File: src/hdl/dpd_pkg.sv
// Package for the debug packet deframer: framing characters, phase and
// status codes, the result record and the hex digit decoder.
// No dependencies.
package dpd_pkg;

    localparam logic [7:0] CH_START = 8'h24;  // '$'
    localparam logic [7:0] CH_HASH  = 8'h23;  // '#'
    localparam logic [7:0] CH_PLUS  = 8'h2B;  // '+'
    localparam logic [7:0] CH_MINUS = 8'h2D;  // '-'
    localparam logic [3:0] HEX_TEN  = 4'hA;

    // parser phases
    localparam logic [2:0] PH_ACK     = 3'd0;
    localparam logic [2:0] PH_START   = 3'd1;
    localparam logic [2:0] PH_PAYLOAD = 3'd2;
    localparam logic [2:0] PH_HEX_HI  = 3'd3;
    localparam logic [2:0] PH_HEX_LO  = 3'd4;
    localparam logic [2:0] PH_STOPPED = 3'd5;

    // status codes
    localparam logic [2:0] ST_OK        = 3'd0;
    localparam logic [2:0] ST_NO_ACK    = 3'd1;
    localparam logic [2:0] ST_BAD_START = 3'd2;
    localparam logic [2:0] ST_BAD_HEX   = 3'd3;
    localparam logic [2:0] ST_DAMAGED   = 3'd4;
    localparam logic [2:0] ST_STOPPED   = 3'd5;

    typedef struct packed {
        logic       payload_valid;
        logic [7:0] payload_byte;
        logic       packet_done;
        logic       packet_good;
        logic       send_reply;
        logic [7:0] reply_char;
        logic [2:0] status;
    } result_t;

    typedef struct packed {
        logic [2:0] phase;
        logic [7:0] running_sum;
        logic [3:0] high_nibble;
    } parse_state_t;

    typedef struct packed {
        logic       bad;    // not a hex digit
        logic [3:0] value;
    } hex_digit_t;

    function automatic hex_digit_t hex_decode(input logic [7:0] c);
        hex_digit_t d;
        d.bad   = 1'b0;
        d.value = 4'h0;
        if (c >= 8'h30 && c <= 8'h39) begin
            d.value = c[3:0];
        end
        else if ((c >= 8'h61 && c <= 8'h66) || (c >= 8'h41 && c <= 8'h46)) begin
            // 'a'/'A' have low bits 1, so value = low bits - 1 + 10
            d.value = c[3:0] - 4'd1 + HEX_TEN;
        end
        else begin
            d.bad = 1'b1;
        end
        return d;
    endfunction

endpackage

File: src/hdl/debug_packet_deframer.sv
// Top level of the debug packet deframer: input byte register, parser
// state, result register and the ack_mode register. Uses dpd_pkg, dpd_parse.
//
//   channel  dir  handshake              payload
//   rx       in   rx_valid / rx_ready    rx_byte
//   out      out  out_valid / out_ready  payload_valid .. status
//   cfg      in   cfg_valid / cfg_ready  ack_mode
//
// One byte per cycle sustained while out does not stall; an rx beat reaches out
// through the input register, then parse into the result register.
// Parser state updates as a byte moves from the input to the result register.
// rst_n clears phase to await the initial '+', sum and nibble to zero,
// ack_mode to 1. A stall on out holds both stages; rx_ready drops only when
// both are full. cfg is always ready.
module debug_packet_deframer
(
    input  logic       clk,
    input  logic       rst_n,
    input  logic       rx_valid,
    output logic       rx_ready,
    input  logic [7:0] rx_byte,
    output logic       out_valid,
    input  logic       out_ready,
    output logic       payload_valid,
    output logic [7:0] payload_byte,
    output logic       packet_done,
    output logic       packet_good,
    output logic       send_reply,
    output logic [7:0] reply_char,
    output logic [2:0] status,
    input  logic       cfg_valid,
    output logic       cfg_ready,
    input  logic       ack_mode
);

    logic                  ack_mode_reg;
    logic                  in_valid_reg;
    logic [7:0]            in_byte_reg;
    logic                  out_valid_reg;
    dpd_pkg::result_t      res_reg;
    dpd_pkg::result_t      res_next;
    dpd_pkg::parse_state_t state_reg;
    dpd_pkg::parse_state_t state_next;
    logic                  out_adv;
    logic                  in_move;

    assign out_adv  = !out_valid_reg || out_ready;
    assign in_move  = in_valid_reg && out_adv;
    assign rx_ready = !in_valid_reg || out_adv;
    assign cfg_ready = 1'b1;

    dpd_parse u_parse
    (
        .cur      (state_reg),
        .rx_byte  (in_byte_reg),
        .ack_mode (ack_mode_reg),
        .nxt      (state_next),
        .res      (res_next)
    );

    always_ff @(posedge clk or negedge rst_n)
    begin
        if (!rst_n) begin
            ack_mode_reg          <= 1'b1;
            in_valid_reg          <= 1'b0;
            out_valid_reg         <= 1'b0;
            state_reg.phase       <= dpd_pkg::PH_ACK;
            state_reg.running_sum <= 8'h00;
            state_reg.high_nibble <= 4'h0;
        end
        else begin
            if (cfg_valid) begin
                ack_mode_reg <= ack_mode;
            end
            if (rx_ready) begin
                in_valid_reg <= rx_valid;
            end
            if (out_adv) begin
                out_valid_reg <= in_valid_reg;
            end
            if (in_move) begin
                state_reg <= state_next;
            end
        end
    end

    // payload registers, no reset
    always_ff @(posedge clk)
    begin
        if (rx_ready && rx_valid) begin
            in_byte_reg <= rx_byte;
        end
        if (in_move) begin
            res_reg <= res_next;
        end
    end

    assign out_valid     = out_valid_reg;
    assign payload_valid = res_reg.payload_valid;
    assign payload_byte  = res_reg.payload_byte;
    assign packet_done   = res_reg.packet_done;
    assign packet_good   = res_reg.packet_good;
    assign send_reply    = res_reg.send_reply;
    assign reply_char    = res_reg.reply_char;
    assign status        = res_reg.status;

endmodule

File: src/hdl/dpd_parse.sv
// Next-state and result logic of the deframer for one received byte.
// Depends on dpd_pkg.
module dpd_parse
(
    input  dpd_pkg::parse_state_t cur,
    input  logic [7:0]            rx_byte,
    input  logic                  ack_mode,
    output dpd_pkg::parse_state_t nxt,
    output dpd_pkg::result_t      res
);

    dpd_pkg::hex_digit_t hd;
    logic [7:0]          expected;

    assign hd       = dpd_pkg::hex_decode(rx_byte);
    assign expected = {cur.high_nibble, hd.value};

    always_comb
    begin
        nxt = cur;
        res = '0;
        res.status = dpd_pkg::ST_OK;
        unique case (cur.phase)
            dpd_pkg::PH_ACK:
            begin
                if (rx_byte == dpd_pkg::CH_PLUS) begin
                    nxt.phase = dpd_pkg::PH_START;
                end
                else begin
                    res.status = dpd_pkg::ST_NO_ACK;
                    nxt.phase  = dpd_pkg::PH_STOPPED;
                end
            end
            dpd_pkg::PH_START:
            begin
                if (rx_byte == dpd_pkg::CH_START) begin
                    nxt.running_sum = 8'h00;
                    nxt.phase       = dpd_pkg::PH_PAYLOAD;
                end
                else begin
                    res.status = dpd_pkg::ST_BAD_START;
                    nxt.phase  = dpd_pkg::PH_STOPPED;
                end
            end
            dpd_pkg::PH_PAYLOAD:
            begin
                if (rx_byte == dpd_pkg::CH_HASH) begin
                    nxt.phase = dpd_pkg::PH_HEX_HI;
                end
                else begin
                    res.payload_valid = 1'b1;
                    res.payload_byte  = rx_byte;
                    nxt.running_sum   = cur.running_sum + rx_byte;
                end
            end
            dpd_pkg::PH_HEX_HI:
            begin
                if (hd.bad) begin
                    res.status = dpd_pkg::ST_BAD_HEX;
                    nxt.phase  = dpd_pkg::PH_STOPPED;
                end
                else begin
                    nxt.high_nibble = hd.value;
                    nxt.phase       = dpd_pkg::PH_HEX_LO;
                end
            end
            dpd_pkg::PH_HEX_LO:
            begin
                if (hd.bad) begin
                    res.status = dpd_pkg::ST_BAD_HEX;
                    nxt.phase  = dpd_pkg::PH_STOPPED;
                end
                else begin
                    res.packet_done = 1'b1;
                    nxt.phase       = dpd_pkg::PH_START;
                    if (expected == cur.running_sum) begin
                        res.packet_good = 1'b1;
                        if (ack_mode) begin
                            res.send_reply = 1'b1;
                            res.reply_char = dpd_pkg::CH_PLUS;
                        end
                    end
                    else if (ack_mode) begin
                        // nak only, packet rejected
                        res.send_reply = 1'b1;
                        res.reply_char = dpd_pkg::CH_MINUS;
                    end
                    else if (expected == 8'h00) begin
                        // no-ack mode: zero checksum field is a wildcard
                        res.packet_good = 1'b1;
                    end
                    else begin
                        res.status = dpd_pkg::ST_DAMAGED;
                        nxt.phase  = dpd_pkg::PH_STOPPED;
                    end
                end
            end
            default:
            begin
                res.status = dpd_pkg::ST_STOPPED;
                nxt.phase  = dpd_pkg::PH_STOPPED;
            end
        endcase
    end

endmodule

File: config.mk
export PLATFORM = sky130hd
export DESIGN_NAME = debug_packet_deframer
export DESIGN_NICKNAME = d
export VERILOG_FILES = /design/src/hdl/dpd_pkg.sv /design/src/hdl/debug_packet_deframer.sv /design/src/hdl/dpd_parse.sv
export SDC_FILE = /design/constraint.sdc
export NUM_CORES = 1
export LEC_CHECK = 0
export BUFFER_PORTS_ARGS = -buffer_cell sky130_fd_sc_hd__buf_4
export CAP_MARGIN = 20
export CORE_ASPECT_RATIO = 0.6
export CORE_MARGIN = 2
export CORE_UTILIZATION = 43
export DETAILED_ROUTE_END_ITERATION = 7
export PLACE_DENSITY = 0.74
export SKIP_CTS_REPAIR_TIMING = 1
export SLEW_MARGIN = 0
export SYNTH_ARGS = -nofsm -noshare
export SYNTH_HDL_FRONTEND = slang
export SYNTH_SLANG_ARGS = --single-unit
File: constraint.sdc
create_clock -name clk -period 4.1 [get_ports clk]
set_input_delay 0.205 -clock clk [delete_from_list [all_inputs] [get_ports clk]]
set_output_delay 0.205 -clock clk [all_outputs]
set_load 0.05 [all_outputs]
# [Word-level counts from Yosys, hierarchy flattened]
# Index checks and enable logic that the tools add are counted.
# W data, S select, Z words.
[totals] regBits=49 wordCells=86 input_bits=14 out_inout_bits=26
[classes] n_lt_le_gt_ge=6 muxes=31 eq_ne=11 addsub=3 n_bitwise=3 n_reduce_logical=18
[op_table] cell="$mux W3" count=11
[op_table] cell="$pmux W3 S5" count=2
[op_table] cell="$mux W9" count=3
[op_table] cell="$eq A8 B6 Y1 const B" count=3
[op_table] cell="$ge A8 B7 Y1 const B" count=2
[op_table] cell="$le A8 B7 Y1 const B" count=2
[op_table] cell="$mux W8" count=2
[op_table] cell="$pmux W8 S2" count=1
[op_table] cell="$mux W11" count=1
[op_table] cell="$mux W10" count=1
[op_table] cell="$add A8 B8 Y8" count=1
[op_table] cell="$eq A8 B8 Y1" count=1
[op_table] cell="$ge A8 B6 Y1 const B" count=1
[op_table] cell="$le A8 B6 Y1 const B" count=1
[op_table] cell="$logic_not A8 Y1" count=1
[op_table] cell="$mux W4" count=2
[op_table] cell="$eq A3 B2 Y1 const B" count=2
[op_table] cell="$mux W1" count=6
[op_table] cell="$logic_and A1 B1 Y1" count=5
[op_table] cell="$add A4 B4 Y4 const B" count=1
[op_table] cell="$mux W2" count=2
[op_table] cell="$ne A2 B1 Y1 const B" count=2
[op_table] cell="$reduce_and A4 Y1" count=1
[op_table] cell="$reduce_or A2 Y1" count=2
[op_table] cell="11 further kinds" count=16

# [Depth between registers and ports, before layout]
[logic_depth] word_depth=11 mapped_depth=9 depth_no_buf=8

# [Cells and area by module]
# Synthesis repeated with hierarchy kept, for this count alone.
[hier_totals] cells_unflattened=243 area_unflattened_um2=2886.5
[modules_own_cells] module="debug_packet_deframer" n_inst=1 seq_area_each_um2=1382.6 area_per_inst_um2=1684.1 cells_per_inst=75
[modules_own_cells] module="dpd_parse" n_inst=1 seq_area_each_um2=0.0 area_per_inst_um2=1202.4 cells_per_inst=168

# [Least setup slack after synthesis]
# Ideal clock, no wire load.
[synth_timing] kind="reg2reg" from="register in_byte_reg[3]" to="register res_reg, in the netlist status[2] (data pin)" n_path_buf=2 path_stages_with_launch=9 t_arrival_ns=2.075 slack_ns=1.758 setup_time_ns=0.267 period_less_slack_ns=2.342 t_required_ns=3.833 path_cell_list="edfxtp_1 -> buf_6 -> or4b_1 -> buf_2 -> nor2_1 -> a32oi_1 -> xnor2_1 -> nor4b_4 -> o22ai_2"
[synth_rtl] element="start: declaration" line="debug_packet_deframer.sv:38" rtl="logic [7:0] in_byte_reg;"
[synth_rtl] element="start signal: assignment" line="debug_packet_deframer.sv:91" rtl="in_byte_reg <= rx_byte;"
[synth_rtl] element="end signal: assignment" line="debug_packet_deframer.sv:94" rtl="res_reg <= res_next;"
[synth_rtl] element="end: declaration" line="debug_packet_deframer.sv:40" rtl="dpd_pkg::result_t res_reg;"

# [Worst setup path in the final report]
[layout_timing] from="register in_byte_reg[7]" to="register state_reg[11] (netlist bit)"
[layout_via] elab_chain_cells=3 word_cells_on_any_way=8 cone_classes="add/sub (1); eq/ne (4); mux (2); reduce/logical (1)"
[layout_rtl] element="$add A8 B8 Y8, or another cell as far along" line="dpd_parse.sv:53" rtl="nxt.running_sum = cur.running_sum + rx_byte;"
[layout_rtl] element="$mux W8, or another cell as far along" line="dpd_parse.sv:47" rtl="if (rx_byte == dpd_pkg::CH_HASH) begin"
[layout_rtl] element="$pmux W8 S2 or $reduce_and A4 Y1 (tied branches)"
[layout_rtl] element="end signal: assignment" line="debug_packet_deframer.sv:82" rtl="state_reg <= state_next;"
[layout_rtl] element="end: declaration" line="debug_packet_deframer.sv:42" rtl="dpd_pkg::parse_state_t state_reg;"
# Several ways; a longest one is shown, not always the timed one. The select of a mux whose other input is x is not followed.
# A chain may end at the register's enable or synchronous reset.

==> run metrics <==
CTS tree=done; Critical Path AT=2.96 ns; HP Class=input port to register; DRC=0; Layout Nets=279; Largest register FFs=15; endpoints failing setup=0; share of cells above drive strength 1=22.75%; Die Y=62.62 um; Avg Inst Size Synth=11.04 sq um; vias=1,832; Post-synth EDFFs=25; GR Util All Layers=18.40%; endpoint class of the critical path=register; die width=101.7 um; fill count=502; PD cells=343.3 nW/um^2; initial antenna violation count=0; #FFs+latches synth=43; Worst-Skew Late Latency=0.30 ns; status=completed; Post-Syn Area=2462 sq um; Lkg Pwr=1.216 nW; critical path class=register to register; IO Pins=40; cells after synthesis=223; first-pass GRT wire length=8838 um; Area growth, synth to finish=16.11%; Worst-Margin Slew=1.095 ns; crit path max fanout=16; peak supply drop=0.0002089 V; vias in the first global route=1,702; HPWL after DPL=4108 um; drt first pass iters=6; RePlAce Congestion=0.9642; Max-slew headroom=26.53%; Post-DRT Antenna Nets=0; min Tclk post-route=2.834 ns; grt total ovfl=0; Critical Path Source Type=register; row count=21; library cells used by synthesis=58; wire per inst=16.35 um; final WL=5477 um; setup ws final=1.266 ns; Max Slew Vio Count=0; Initial DRC Count=196; H-tree depth=2; fraction of registers with async set/reset=41.86%; Fmax achieved=352.9 MHz; vias per cell=5.469; Initial Util=44.41%; ys flop type=edfxtp_1; core area=5544 sq um; IO buf count=35; total negative slack=0 ns; Worst Skew=0.005258 ns; Worst EP required=4.22 ns; max-cap check violation count=0; Max clock buf depth=2; Final period util=69.12%; sequential area share after synthesis=48.83%; number of CTS-inserted buffers=5; synth warn=0; Root Driver=clkbuf_8; diode count=0; clock-pin slew on the worst setup and hold paths=0.08 ns; Hold Fails Final Rpt=0; largest net degree at the start of global routing=20; die area=6368 sq um; clk sink count=43; RSZ-0062 raised after global routing=false; Setup WS pre-CTS=1.313 ns
[power breakdown]
group	internal, mW	total (mW)	switching, mW	leakage [nW]
Clock	0.181	0.333	0.152	0.0581
Sequential	0.481	0.500	0.0188	0.468
Combinational	0.0467	0.148	0.101	0.690
[worst max-delay path, stage by stage (launching register included)]
cell and delay [ns]:
edfxtp_1 0.51, or4b_1 0.58, o31a_1 0.37, o21ai_1 0.89
o311ai_0 0.29
[synth_stat cells, drive strengths merged (3+ instances only)]
library cell | instances | area share [%]
nand2 | 22 | 3.4
nand2b | 5 | 1.3
ha | 10 | 5.1
inv | 8 | 1.2
buf | 11 | 3.5
nor3b | 3 | 1.5
and3 | 3 | 0.97
or3 | 6 | 1.5
o21bai | 3 | 0.91
o31ai | 5 | 1.5
dfrtp | 17 | 17
a21oi | 8 | 1.6
nor2b | 4 | 1.0
clkbuf | 3 | 0.46
o21ai | 11 | 2.2
and2 | 10 | 2.5
nor2 | 9 | 1.4
edfxtp | 25 | 30
xor2 | 7 | 2.5
xnor2 | 7 | 2.5
nor3 | 5 | 1.5
[cell type report]
type	count	area (sq um)	area share (%)
multi-input cells	160	1141	39.91
clock buffers	5	68.82	2.407
inverters	8	30.03	1.050
flip-flops and latches	43	1202	42.06
repair buffers	36	272.8	9.541
clock inverters	3	43.79	1.532
well taps	80	100.1	3.501
[stage by stage]
step | total power [mW] | cell area [sq um] | instances | hold slack, ns | utilization, %
2_1_floorplan | 0.6117 | 2470 | 225 | -0.09059 | -
4_1_cts | 0.9848 | 2849 | 334 | -0.2288 | 51.39
6_report | 0.9814 | 2859 | 335 | 0.07454 | 51.57
3_5_place_dp | 0.6548 | 2736 | 326 | 0.09845 | 49.36
5_1_grt | 1.016 | 2859 | 335 | 0.06864 | 51.57
3_3_place_gp | 0.6528 | 2736 | 326 | 0.09757 | 49.36
[logic make-up (layout without fill, tap and decap cells)]
family                   count (synthesis)  in the layout  synth area share (%)
AND/OR/NAND/NOR                         80             80                 19.61
AO/OA/AOI/OAI                           49             49                 14.33
multiplexers                             2              2                0.9146
XOR/XNOR                                14             14                 4.980
buffers and inverters                   22             52                 5.132
other                                    2              4                0.3050
flip-flops                              43             43                 48.83
adder cells (fa/ha/maj)                 11             11                 5.894
[layout by cell type (no fill, tap or decap), types with 3 or more instances in the layout]
master	instances
or3_1	6
conb_1	4
dfrtp_1	17
nor2_1	9
inv_1	8
edfxtp_1	25
nand2_1	22
and2_1	10
nor2b_1	4
nand2b_1	5
buf_4	35
nor3_1	4
a21oi_1	8
nor3b_2	3
o31ai_1	5
o21bai_1	3
clkbuf_8	5
xnor2_1	7
xor2_1	7
ha_1	10
o21ai_0	9
[final timing paths]
| kind | start | end | slack (ns) | depth (start not counted) |
|---|---|---|---|---|
| worst max-delay path | in_byte_reg[7] | state_reg[11] | 1.27 | 4 |
| max in group asynchronous | rst_n | ack_mode_reg | 3.51 | 2 |
| worst min register to register | in_valid_reg | out_valid | 0.50 | 1 |
| min in group asynchronous | rst_n | state_reg[5] | 0.32 | 2 |
| worst max register to register | in_byte_reg[7] | state_reg[11] | 1.27 | 4 |
| worst min-delay path | rx_byte[0] | in_byte_reg[0] | 0.07 | 1 |
[per-layer routing]
layer	vias to the layer above	track usage, %	wire length, um
met5	-	0	0
met3	12	5.481	532
met4	0	4.561	76
li1	865	-	-
met1	854	29.59	2761
met2	101	23.68	2108
No activity file was read; power rests on OpenSTA's default activity.
